**src/design/kcr_pkg.sv**
```systemverilog
// Package with shared types and codes of the keyed counter registry.
`timescale 1ns / 1ps
`default_nettype none
package kcr_pkg;
   localparam int KEY_W = 64;
   localparam int VAL_W = 64;
   localparam int GEN_W = 32;

   typedef enum logic [2:0] {
      FUNC_SEED    = 3'd0,
      FUNC_PUBLISH = 3'd1,
      FUNC_QUERY   = 3'd2,
      FUNC_REMOVE  = 3'd3,
      FUNC_CLEAR   = 3'd4
   } func_type;

   typedef enum logic [1:0] {
      ST_OK    = 2'd0,
      ST_STALE = 2'd1,
      ST_FULL  = 2'd2,
      ST_ERROR = 2'd3
   } status_type;

   typedef enum logic [1:0] {
      S_IDLE   = 2'd0,
      S_SEARCH = 2'd1,
      S_UPDATE = 2'd2,
      S_RESP   = 2'd3
   } state_type;

   typedef struct packed {
      logic [2:0]       func;
      logic [KEY_W-1:0] table_key;
      logic [VAL_W-1:0] counter_value;
      logic [VAL_W-1:0] durable_value;
      logic [GEN_W-1:0] expected_generation;
   } req_type;

   typedef struct packed {
      logic [1:0]       status;
      logic [VAL_W-1:0] next_value_out;
      logic [GEN_W-1:0] generation_out;
      logic             checkpoint_flag;
   } rsp_type;

   typedef struct packed {
      logic capture;
      logic search;
      logic update;
   } cmd_type;
endpackage
`default_nettype wire

```
**src/design/kcr_ctrl.sv**
```systemverilog
// Controller state machine sequencing capture, search, update and response.
`timescale 1ns / 1ps
`default_nettype none
module kcr_ctrl (
   input  wire logic            clock,
   input  wire logic            reset,
   input  wire logic            req_valid,
   output logic                 req_ready,
   output logic                 rsp_valid,
   input  wire logic            rsp_ready,
   output kcr_pkg::cmd_type     cmd
);
   import kcr_pkg::*;
   state_type state_ff, state_in;

   always_ff @(posedge clock) begin
      if (reset) state_ff <= S_IDLE;
      else state_ff <= state_in;
   end

   always_comb begin
      state_in = state_ff;
      unique case (state_ff)
         S_IDLE:   if (req_valid) state_in = S_SEARCH;
         S_SEARCH: state_in = S_UPDATE;
         S_UPDATE: state_in = S_RESP;
         S_RESP:   if (rsp_ready) state_in = S_IDLE;
         default:  state_in = S_IDLE;
      endcase
   end

   always_comb begin
      req_ready   = (state_ff == S_IDLE);
      rsp_valid   = (state_ff == S_RESP);
      cmd.capture = (state_ff == S_IDLE) && req_valid;
      cmd.search  = (state_ff == S_SEARCH);
      cmd.update  = (state_ff == S_UPDATE);
   end
endmodule
`default_nettype wire

```
**config.mk**
```make
export PLATFORM = sky130hd
export DESIGN_NAME = kcr_ctrl
export DESIGN_NICKNAME = d
export VERILOG_FILES = /design/src/design/kcr_pkg.sv /design/src/design/kcr_ctrl.sv
export SDC_FILE = /design/constraint.sdc
export NUM_CORES = 1
export LEC_CHECK = 0
export ABC_AREA = 1
export BUFFER_PORTS_ARGS = -buffer_cell sky130_fd_sc_hd__buf_2
export CORE_AREA = 2 2 39 41
export DETAILED_ROUTE_END_ITERATION = 8
export DIE_AREA = 0 0 41 43
export GPL_ROUTABILITY_DRIVEN = 0
export PLACE_DENSITY = 0.31
export SYNTH_ARGS = -nofsm -noshare
export SYNTH_HDL_FRONTEND = slang
export SYNTH_SLANG_ARGS = --single-unit
export TNS_END_PERCENT = 5
```
**constraint.sdc**
```tcl
create_clock -name clock -period 1.97 [get_ports clock]
set_input_delay 0.394 -clock clock [delete_from_list [all_inputs] [get_ports clock]]
set_output_delay 0.394 -clock clock [all_outputs]
set_load 0.02 [all_outputs]
```
==> flow_summary.toml <==
[detailed_routing]
via_per_inst = 3.33
final_antenna_net_count = 0
firstDrtPassIters = 1
drcViolationCount = 0
drt_iter0_markers = 0
wl_per_cell_um = 6.50
vias = 173
wirelength_um = 338

[logic_synthesis]
netlist_instances = 25
synthMuxAreaShare_pct = 0
avgSynthCellArea_um2 = 6.91
synth_cell_types = 8
synth_top_family_by_area = "adder cells"
ys_seq_area_share_pct = 23.2
synth.most_common_cell = "inv_1"
synth-compound-area-share_pct = 5.80
synth-async-reset-ratio_pct = 0
synthXorXnorAreaFrac_pct = 0
synth_top_area_share_pct = 29.0
ys_top_cells_by_count = "inv_1, nand2_1, ha_1, nor2_1"
ys.flop_type = "dfxtp_1"
yosys.area.top_type = "ha_1"
netlist_area_um2 = 173
ys_warn_count = 0
syn-num-nets = 33
synth_adder_area_share_pct = 29.0
synthTopCellsByArea = "ha_1, dfxtp_1, inv_1, nand2_1, nor2_1"
synth_edf_count = 0
ys_ff_latch = 2
yosys.area_share.simple_pct = 26.8

[timing]
drv_slew = 0
tightestPinTransition_ns = 0.145
timing.fmax_mhz = 649
period_minus_slack_ns = 1.54
hold_violations = 0
rsz0062_at_grt = "false"
post-route-period-util_pct = 78.2
tns_ns = 0
setup_viol = 0
finClkSkew_ns = 0.000410
slew_headroom_pct = 90.3

[cts]
tritoncts = "done"
cts.sinks = 2
htree_levels = 1
clock-root-buffer = "clkbuf_4"
numCtsBuffers = 3
ctsResizeCount = 0
clockBufferDepth = 2
post_cts_buffers = 0
clock_latency_ns = 0.22
ctsHoldBuffers = 0
clkSlewWorstSetupHoldPaths_ns = 0.03

[critical_path]
required_ns = 1.58
reg2reg_from = "state_ff[0]$_SDFFE_PP0P_"
regToRegEndpoint = "state_ff[1]$_SDFFE_PP0P_"
cp-start-kind = "register"
endpoint_kind = "output port"
ff2ff_path_depth = 6
crit_path_max_fanout = 4
worstSetupPathType = "reg -> out"
r2r_slack_ns = 0.90
cp_data_arrival_time_ns = 1.15

[layout]
largest_reg_flops = 2
nets = 46
top_regs = "state_ff x2"
layout.cells.non_filler = 52
drive_above_1_share_pct = 36.1
antenna_cells = 0
post-route-util_pct = 18.4
regMostFlops = "state_ff"
syn2layout_area_growth_pct = 47.8

[grt]
grt_pass1_vias = 159
antenna_found_initial = 0
grt_pass1_wl_um = 524
grt_usage_pct = 4.90
grt_max_degree = 5
grt.overflow.total = 0

[power_and_ir_drop]
p_per_area_nw_per_um2 = 1540
vdd_drop_max_uv = 431
power_mw = 0.394
power.leakage_nw = 0.160

[run_status]
status = "complete, no violations"

[floorplanning]
pin_count = 9
core_um2 = 1380
rows = 14
die_h_um = 43
start_util_pct = 12.5
die_area_um2 = 1760
fp.dieW_um = 41

[min_path]
whs_endpoint = "state_ff[1]$_SDFFE_PP0P_"
hp-class = "in -> reg"
hold_path_depth = 4
min_from = "reset"

[place]
port_buffers = 8
hpwl_um = 284
placed_cells = 49

[job]
cap_viol_max_count = 0
[how the worst max path moves through the flow]
stage                                   startpoint     end  slack (ns)  cells past startpoint
after floorplan           state_ff[0]$_SDFFE_PP0P_  cmd[2]        0.64                      4
after global placement    state_ff[0]$_SDFFE_PP0P_  cmd[2]        0.65                      5
after detailed placement  state_ff[0]$_SDFFE_PP0P_  cmd[2]        0.64                      5
after CTS                 state_ff[0]$_SDFFE_PP0P_  cmd[2]        0.40                      5
after global routing      state_ff[0]$_SDFFE_PP0P_  cmd[2]        0.31                      5
final                     state_ff[0]$_SDFFE_PP0P_  cmd[2]        0.43                      5
[logic make-up (layout without fill, tap and decap cells)]
| logic type | count (synthesis) | after routing |
|---|---|---|
| flops | 2 | 2 |
| fa+ha+maj | 4 | 4 |
| simple gates | 10 | 10 |
| compound gates | 2 | 2 |
| buf+inv | 7 | 18 |
[metal layers]
| metal | GRT usage [%] | share of wire, % | vias to the layer above |
|---|---|---|---|
| met4 | 8.00 | 0 | 0 |
| met5 | 0 | 0 | - |
| met1 | 5.73 | 41 | 72 |
| li1 | - | - | 95 |
| met3 | 1.57 | 13 | 0 |
| met2 | 5.00 | 45 | 6 |
[where the power goes]
group | switching (mW) | internal, mW
clock network | 0.0223 | 0.0671
registers | 0.0173 | 0.0586
logic | 0.143 | 0.0861
[layout make-up]
| cell class | instances | area, um^2 |
|---|---|---|
| clock buffers | 3 | 22.5 |
| repair buffers | 8 | 40.0 |
| multi-input cells | 16 | 106 |
| well taps | 16 | 20.0 |
| fillers | 171 | 1130 |
| flip-flops and latches | 2 | 40.0 |
| inverters | 7 | 26.3 |
[critical path, cell delays in order (launching register included)]
cell	delay [ns]
dfxtp_1	0.36
inv_1	0.08
ha_1	0.24
nand2_1	0.07
inv_1	0.03
buf_2	0.14
[layout by cell type, fill, tap and decap left out]
cell type  n
dfxtp_1    2
nand2_1    5
inv_1      7
nand3_2    1
nor2_1     3
ha_1       4
nand2_2    1
a21oi_1    2
clkbuf_4   3
buf_2      8
[through the flow]
stage	area (um^2)	setup slack [ns]	hold slack (ns)
after CTS	255	0.399	0.407
after global placement	233	0.650	0.536
after floorplan	173	0.640	0.492
final	255	0.429	0.415
after detailed placement	233	0.642	0.541
after global routing	255	0.308	0.454
Power figures use the tool's default switching activity.
